`src/rtl/hmf_pkg.sv`:
```
package hmf_pkg;

	localparam int COUNT_BITS_DEF = 32;

	localparam int KEY_LEN = 16;
	localparam logic [31:0] LENGTH_MAX = 32'h7FFF_FFFF;
	localparam logic [31:0] HEADER_END = 32'h0D0A_0D0A;

	localparam logic [0:0] CMD_BYTE = 1'b0;
	localparam logic [0:0] CMD_CLOSE = 1'b1;

	localparam logic [1:0] ST_CONT = 2'd0;
	localparam logic [1:0] ST_DONE_LEN = 2'd1;
	localparam logic [1:0] ST_DONE_CLOSE = 2'd2;
	localparam logic [1:0] ST_CLOSED_EMPTY = 2'd3;

	localparam logic [1:0] PH_SEARCH = 2'd0;
	localparam logic [1:0] PH_BLANKS = 2'd1;
	localparam logic [1:0] PH_DIGITS = 2'd2;
	localparam logic [1:0] PH_DONE = 2'd3;

	// element 0 is the first character of the key
	localparam logic [0:KEY_LEN-1][7:0] KEY_TEXT = {
		8'h43, 8'h6F, 8'h6E, 8'h74, 8'h65, 8'h6E, 8'h74, 8'h2D,
		8'h4C, 8'h65, 8'h6E, 8'h67, 8'h74, 8'h68, 8'h3A, 8'h20
	};

	typedef struct packed {
		logic [0:0] cmd;
		logic [7:0] data_byte;
	} rx_beat_t;

	typedef struct packed {
		logic [7:0]  byte_out;
		logic        byte_valid;
		logic        in_body;
		logic        last;
		logic [1:0]  status;
		logic [31:0] body_length;
	} msg_beat_t;

	// control from the framer to the length parser
	typedef struct packed {
		logic step;     // header byte to consume
		logic hdr_end;  // header ends on this byte
		logic clear;    // message finished
	} parse_ctl_t;

	typedef struct packed {
		logic [31:0] length;      // stored length
		logic [31:0] length_eff;  // length as taken at header end
	} parse_info_t;

endpackage

```
`src/rtl/hmf_parser.sv`:
```
module hmf_parser (
	input  logic               clk,
	input  logic               arst_n,
	input  hmf_pkg::parse_ctl_t ctl,
	input  logic [7:0]         c,
	output hmf_pkg::parse_info_t info
);

	logic [4:0]  match_q;
	logic [1:0]  phase_q;
	logic        neg_q;
	logic [31:0] length_q;

	logic [4:0]  match_d;
	logic [1:0]  phase_d;
	logic        neg_d;
	logic [31:0] length_d;
	logic [34:0] tenfold;
	logic [31:0] digit_sum;
	logic        is_digit;
	logic        is_blank;

	assign is_digit = (c >= 8'h30) && (c <= 8'h39);
	assign is_blank = c inside {8'h20, [8'h09:8'h0D]};

	// multiply by ten with shifts, saturate to the largest positive int
	always_comb begin
		tenfold = {length_q, 3'b000} + {2'b00, length_q, 1'b0} + {31'd0, c[3:0]};
		digit_sum = (tenfold > {3'b000, hmf_pkg::LENGTH_MAX}) ? hmf_pkg::LENGTH_MAX
			: tenfold[31:0];
	end

	assign info.length = length_q;
	assign info.length_eff = ((phase_q == hmf_pkg::PH_SEARCH) || neg_q) ? 32'd0 : length_q;

	always_comb begin
		match_d = match_q;
		phase_d = phase_q;
		neg_d = neg_q;
		length_d = length_q;
		case (phase_q)
			hmf_pkg::PH_SEARCH: begin
				if ((match_q < 5'(hmf_pkg::KEY_LEN)) && (c == hmf_pkg::KEY_TEXT[match_q[3:0]]))
					match_d = match_q + 5'd1;
				else
					match_d = (c == hmf_pkg::KEY_TEXT[0]) ? 5'd1 : 5'd0;
				if (match_d >= 5'(hmf_pkg::KEY_LEN))
					phase_d = hmf_pkg::PH_BLANKS;
			end
			hmf_pkg::PH_BLANKS: begin
				if (is_blank) begin
					phase_d = hmf_pkg::PH_BLANKS;
				end else if (c == 8'h2B) begin
					phase_d = hmf_pkg::PH_DIGITS;
				end else if (c == 8'h2D) begin
					neg_d = 1'b1;
					phase_d = hmf_pkg::PH_DIGITS;
				end else if (is_digit) begin
					length_d = digit_sum;
					phase_d = hmf_pkg::PH_DIGITS;
				end else begin
					phase_d = hmf_pkg::PH_DONE;
				end
			end
			hmf_pkg::PH_DIGITS: begin
				if (is_digit)
					length_d = digit_sum;
				else
					phase_d = hmf_pkg::PH_DONE;
			end
			default: begin
				phase_d = phase_q;
			end
		endcase
	end

	always_ff @(posedge clk or negedge arst_n) begin
		if (!arst_n) begin
			match_q <= '0;
			phase_q <= hmf_pkg::PH_SEARCH;
			neg_q <= 1'b0;
			length_q <= '0;
		end else if (ctl.clear) begin
			match_q <= '0;
			phase_q <= hmf_pkg::PH_SEARCH;
			neg_q <= 1'b0;
			length_q <= '0;
		end else if (ctl.hdr_end) begin
			// the terminating LF never moves the parser, so freeze the length here
			match_q <= match_d;
			phase_q <= hmf_pkg::PH_DONE;
			neg_q <= neg_q;
			length_q <= info.length_eff;
		end else if (ctl.step) begin
			match_q <= match_d;
			phase_q <= phase_d;
			neg_q <= neg_d;
			length_q <= length_d;
		end
	end

endmodule

```
`src/rtl/http_message_framer.sv`:
```
// channel  | dir | handshake          | payload
// rx       | in  | rx_valid/rx_stall  | rx_data  (cmd, data_byte)
// msg      | out | msg_valid/msg_stall| msg_data (byte_out .. body_length)
//
// One beat in gives one beat out. A beat is taken every cycle unless the
// output stalls; it is held in the input register and is framed on its way
// into the result register. The framing step (count increment, end
// position add and compare) sets the cycle time.
// arst_n clears all control and per-message state. A stalled result holds
// in its register while one more beat waits in the input register.
module http_message_framer #(
	parameter int COUNT_BITS = hmf_pkg::COUNT_BITS_DEF
) (
	input  logic              clk,
	input  logic              arst_n,
	input  logic              rx_valid,
	output logic              rx_stall,
	input  hmf_pkg::rx_beat_t rx_data,
	output logic              msg_valid,
	input  logic              msg_stall,
	output hmf_pkg::msg_beat_t msg_data
);

	localparam int SUM_BITS = ((COUNT_BITS > 32) ? COUNT_BITS : 32) + 1;
	localparam logic [COUNT_BITS-1:0] CMAX = {COUNT_BITS{1'b1}};

	// input register
	logic              valid_s1;
	hmf_pkg::rx_beat_t data_s1;

	// result register
	logic               msg_valid_q;
	hmf_pkg::msg_beat_t msg_data_q;

	// per-message state
	logic [COUNT_BITS-1:0] count_q;
	logic [31:0]           tail_q;
	logic [COUNT_BITS-1:0] end_q;

	logic                  advance;
	logic                  is_close;
	logic                  was_body;
	logic [COUNT_BITS-1:0] count_d;
	logic [31:0]           tail_d;
	logic                  hdr_end;
	logic [SUM_BITS-1:0]   end_sum;
	logic [COUNT_BITS-1:0] end_hdr;
	logic [COUNT_BITS-1:0] end_d;
	logic                  done;
	logic                  clear;
	hmf_pkg::msg_beat_t    res;
	hmf_pkg::parse_ctl_t   pctl;
	hmf_pkg::parse_info_t  pinfo;

	// move a beat on when the result register is empty or being drained
	assign advance = valid_s1 && (!msg_valid_q || !msg_stall);
	assign rx_stall = valid_s1 && !advance;
	assign msg_valid = msg_valid_q;
	assign msg_data = msg_data_q;

	assign is_close = (data_s1.cmd == hmf_pkg::CMD_CLOSE);
	assign was_body = (end_q != '0);

	always_comb begin
		count_d = (count_q != CMAX) ? count_q + 1'b1 : count_q;
		tail_d = {tail_q[23:0], data_s1.data_byte};
		// more than four bytes seen once this one counts
		hdr_end = !was_body && (count_q >= COUNT_BITS'(4)) && (tail_d == hmf_pkg::HEADER_END);
		end_sum = SUM_BITS'(count_d) + SUM_BITS'(pinfo.length_eff);
		// saturate the end position at the counter limit
		end_hdr = (end_sum > SUM_BITS'(CMAX)) ? CMAX : end_sum[COUNT_BITS-1:0];
		end_d = hdr_end ? end_hdr : end_q;
		done = (was_body || hdr_end) && (count_d >= end_d);
	end

	assign clear = advance && (is_close || done);

	assign pctl.step = advance && !is_close && !was_body;
	assign pctl.hdr_end = advance && !is_close && hdr_end;
	assign pctl.clear = clear;

	hmf_parser u_parser (
		.clk    (clk),
		.arst_n (arst_n),
		.ctl    (pctl),
		.c      (data_s1.data_byte),
		.info   (pinfo)
	);

	always_comb begin
		if (is_close) begin
			res.byte_out = 8'd0;
			res.byte_valid = 1'b0;
			res.in_body = 1'b0;
			res.last = 1'b1;
			res.status = (count_q == '0) ? hmf_pkg::ST_CLOSED_EMPTY : hmf_pkg::ST_DONE_CLOSE;
			res.body_length = was_body ? pinfo.length : 32'd0;
		end else begin
			res.byte_out = data_s1.data_byte;
			res.byte_valid = 1'b1;
			res.in_body = was_body;
			res.last = done;
			res.status = done ? hmf_pkg::ST_DONE_LEN : hmf_pkg::ST_CONT;
			// at header end the parser has not stored the final length yet
			res.body_length = hdr_end ? pinfo.length_eff : (was_body ? pinfo.length : 32'd0);
		end
	end

	// input register: load whenever nothing is held back
	always_ff @(posedge clk or negedge arst_n) begin
		if (!arst_n) begin
			valid_s1 <= 1'b0;
		end else if (!rx_stall) begin
			valid_s1 <= rx_valid;
		end
	end

	always_ff @(posedge clk) begin
		if (!rx_stall && rx_valid)
			data_s1 <= rx_data;
	end

	// result register: hold while stalled
	always_ff @(posedge clk or negedge arst_n) begin
		if (!arst_n) begin
			msg_valid_q <= 1'b0;
		end else if (advance) begin
			msg_valid_q <= 1'b1;
		end else if (!msg_stall) begin
			msg_valid_q <= 1'b0;
		end
	end

	always_ff @(posedge clk) begin
		if (advance)
			msg_data_q <= res;
	end

	// count, tail and end position; drop them when the message finishes
	always_ff @(posedge clk or negedge arst_n) begin
		if (!arst_n) begin
			count_q <= '0;
			tail_q <= '0;
			end_q <= '0;
		end else if (clear) begin
			count_q <= '0;
			tail_q <= '0;
			end_q <= '0;
		end else if (advance) begin
			count_q <= count_d;
			tail_q <= tail_d;
			end_q <= end_d;
		end
	end

endmodule

```
`config.mk`:
```
export PLATFORM = sky130hd
export DESIGN_NAME = http_message_framer
export DESIGN_NICKNAME = d
export VERILOG_FILES = /design/src/rtl/hmf_pkg.sv /design/src/rtl/hmf_parser.sv /design/src/rtl/http_message_framer.sv
export SDC_FILE = /design/constraint.sdc
export NUM_CORES = 1
export LEC_CHECK = 0
export ABC_CLOCK_PERIOD_IN_PS = 11200
export BUFFER_PORTS_ARGS = -buffer_cell sky130_fd_sc_hd__buf_2
export CAP_MARGIN = 25
export CORE_MARGIN = 2
export CORE_UTILIZATION = 43
export DETAILED_ROUTE_END_ITERATION = 16
export SLEW_MARGIN = 10
export SYNTH_ARGS = -nofsm -noshare
export SYNTH_HDL_FRONTEND = slang
export SYNTH_SLANG_ARGS = --single-unit
```
`constraint.sdc`:
```
create_clock -name clk -period 11.2 [get_ports clk]
set_input_delay 2.24 -clock clk [delete_from_list [all_inputs] [get_ports clk]]
set_output_delay 2.24 -clock clk [all_outputs]
set_load 0.02 [all_outputs]
```
==> impl_metrics.py <==
metrics = {
    "final_layout": {
        "area_growth_pct": 9.15,
        "final_cell_mix": "144 x ha_1, 136 x nand2_1, 130 x dfrtp_1",
        "fin_nets": 1690,
        "layout_commonest_cell": "ha_1",
        "layout-drive-gt1-share_pct": 9.40,
        "final_util_pct": 47.6,
        "n_antenna_cell": 0,
        "fillers": 2979,
    },
    "synth": {
        "synthCells": 1501,
        "async_flop_share_pct": 70.7,
        "ys_seq_area_share_pct": 35.5,
        "ys_warn_count": 0,
        "syn_nets": 1661,
        "ys_ff_latch": 184,
        "synthDistinctLibCells": 78,
        "ys.flop_type": "dfrtp_1",
        "netlist_area_sq_mm": 0.0137,
        "synth_edf_count": 54,
        "syn-mean-instance-area_sq_um": 9.15,
    },
    "power": {
        "static-leakage-power_uw": 0.00700,
        "cellPowerDensity_mw_per_mm2": 98.3,
        "power_frac_comb_pct": 9.8,
        "switching_share_pct": 28.3,
        "internal_power_uw": 1060,
        "seqPwrFrac_pct": 50.2,
        "switchingPower_uw": 417,
        "power_frac_clock_pct": 40.0,
        "peakVddDrop_mv": 0.113,
    },
    "floorplanning": {
        "die_width_um": 183,
        "die_h_um": 183,
        "initial_core_util_pct": 43.6,
        "boundaryPins": 60,
        "core_sq_mm": 0.0315,
        "die_area_sq_mm": 0.0334,
        "num_rows": 65,
    },
    "clocking": {
        "cts-resized-gates": 0,
        "clock_latency_ns": 0.45,
        "holdBufCountCts": 0,
        "clock_sinks": 184,
        "cts.clk_slew.worst_paths_ns": 0.07,
        "cts-root-buf": "clkbuf_16",
        "cts_tree": "built",
        "numCtsBuffers": 17,
        "htree_levels": 4,
        "clk_path_buf_depth": 2,
        "cts_setup_buffers": 0,
    },
    "placement": {
        "io_buffers": 59,
        "finalWeightedCongestion": 0.926,
        "hpwlAfterDp_um": 28200,
    },
    "status": {
        "status": "complete, no violations",
    },
    "route": {
        "dr.pass1.iters": 5,
        "drtIter0Drc": 818,
        "wl_um": 38400,
        "vias_per_cell": 5.93,
        "vias": 11531,
        "antenna_left": 0,
        "drc": 0,
        "wl_per_cell_um": 19.7,
    },
    "sta": {
        "drv_slew": 0,
        "max_freq_ghz": 0.107,
        "rsz0062_at_grt": "no",
        "skew_ns": 0.0194,
        "hold_viol": 0,
        "timing.final.crit_share_pct": 83.8,
        "max_slew_margin_pct": 30.3,
        "setup_viol": 0,
        "worstMarginPinSlew_ns": 1.05,
        "period_needed_ns": 9.38,
        "fin_setup_tns_ns": 0,
    },
    "worst_setup_path": {
        "critPathRequiredTime_ns": 11.52,
        "critPathMaxFanout": 22,
        "worst_ep_arrival_time_ns": 9.70,
        "end_kind": "flip-flop",
        "critPathSlowestCell": "o31ai_4",
        "slowest_delay_ns": 0.92,
        "criticalPathCategory": "flip-flop to flip-flop",
        "start_kind": "flip-flop",
    },
    "flow_run": {
        "drv_cap": 0,
    },
    "worst_hold_path": {
        "hold_path.class": "flip-flop to flip-flop",
    },
    "global_route": {
        "antenna_found_initial": 0,
        "grt_pass1_vias": 10989,
        "overflow": 0,
        "grt_max_degree": 70,
        "grt_util_all_layers_pct": 23.3,
        "grt_first_pass_wirelength_um": 61000,
    },
}
-- layer usage --
layer / vias up / GRT usage [%] / part of all wire [%] / wire length (um)
met3: 59 / 4.61 / 4.6 / 1760
met1: 5586 / 33.4 / 49 / 18800
met4: 0 / 7.55 / 2.8 / 1070
met2: 296 / 35.3 / 44 / 16800
met5: - / 0 / 0 / 0
li1: 5590 / - / - / -
-- area by class of cell --
class | instances | area [sq um] | area share (%)
inverters | 40 | 150 | 1.00
flip-flops and latches | 184 | 4870 | 32.5
clock buffers | 19 | 433 | 2.89
repair buffers | 76 | 449 | 3.00
multi-input cells | 1211 | 8470 | 56.5
well taps | 402 | 503 | 3.36
clock inverters | 13 | 113 | 0.751
-- critical path, delay by kind of cell, from the launching register on --
kind | cells | cell delay (ns)
AOI/OAI and AO/OA | 14 | 4.17
xor gates and xnor gates | 1 | 0.22
adders and majority gates | 2 | 0.53
DFF | 1 | 0.54
and+or+nand+nor | 14 | 3.78
-- state kept, by name (all words and copies together), names as in the netlist --
signal and cells:
msg_data 45, count_q 32, end_q 32, u_parser.length_q 32
tail_q 24, data_s1 8, u_parser.match_q 5, u_parser.phase_q 2
is_close 1, msg_valid 1, u_parser.neg_q 1, valid_s1 1
-- worst paths after layout --
| kind | startpoint | to | slack [ns] | cells after the start |
|---|---|---|---|---|
| max | count_q[9] | end_q[19] | 1.82 | 31 |
| min | tail_q[21] | tail_q[21] | 0.50 | 1 |
| max reg2reg | count_q[9] | end_q[19] | 1.82 | 31 |
| min reg2reg | tail_q[21] | tail_q[21] | 0.50 | 1 |
| max in group asynchronous | arst_n | u_parser.length_q[10] | 8.43 | 3 |
| min in group asynchronous | arst_n | count_q[23] | 1.78 | 1 |
-- logic make-up after synthesis --
| group | count (synthesis) | share of synthesized area [%] |
|---|---|---|
| adder cells (fa/ha/maj) | 147 | 13.6 |
| AND/OR/NAND/NOR | 532 | 19.8 |
| XOR/XNOR | 99 | 6.51 |
| flip-flops | 184 | 35.5 |
| buffers and inverters | 106 | 3.08 |
| multiplexers | 5 | 0.374 |
| AO/OA/AOI/OAI | 428 | 21.1 |
-- stage by stage --
stage	setup WS (ns)	hold WS (ns)	cell area [sq um]	cells	power [uW]
CTS	1.99	0.507	15000	1943	1480
detailed placement	2.07	0.486	14400	1911	895
floorplan	3.94	0.424	13700	1501	836
global route	1.25	0.518	15000	1945	1530
global placement	2.26	0.480	14400	1911	893
finish	1.82	0.504	15000	1945	1470
-- power by group through the flow --
stage | combinational, uW | clock (uW) | sequential [uW]
global route | 160 | 627 | 742
detailed placement | 143 | 0 | 752
floorplan | 77.9 | 0 | 758
finish | 145 | 590 | 739
CTS | 144 | 601 | 739
global placement | 141 | 0 | 752
-- synthesized netlist by cell type (5+ instances only) --
| cell type | number | area share (%) |
|---|---|---|
| nor3_1 | 29 | 1.1 |
| o21bai_1 | 10 | 0.55 |
| xnor2_1 | 62 | 4.0 |
| xor2_1 | 35 | 2.2 |
| a31oi_1 | 9 | 0.41 |
| nand2_2 | 10 | 0.46 |
| edfxtp_1 | 54 | 12 |
| nand2b_1 | 18 | 0.82 |
| o31ai_1 | 24 | 1.3 |
| nand2_1 | 137 | 3.7 |
| or2_2 | 6 | 0.27 |
| and2_1 | 48 | 2.2 |
| a22o_1 | 56 | 3.6 |
| nand3_1 | 34 | 1.2 |
| a211oi_1 | 23 | 1.3 |
| ha_1 | 144 | 13 |
| o21ai_0 | 94 | 3.4 |
| and4_1 | 5 | 0.32 |
| dfrtp_1 | 130 | 24 |
| a21oi_1 | 84 | 3.1 |
| or3_1 | 7 | 0.32 |
| inv_1 | 40 | 1.1 |
| buf_2 | 8 | 0.29 |
| nor2_1 | 95 | 2.6 |
| o21a_1 | 8 | 0.44 |
| o211ai_1 | 6 | 0.33 |
| o2111ai_1 | 6 | 0.38 |
| o21ai_1 | 14 | 0.51 |
| clkbuf_1 | 53 | 1.4 |
| nor4_1 | 25 | 1.1 |
| nor2b_1 | 54 | 2.5 |
| nand4_1 | 32 | 1.5 |
| a21o_1 | 49 | 2.7 |
| and3_1 | 13 | 0.59 |
No activity file was read; power rests on OpenSTA's default activity.
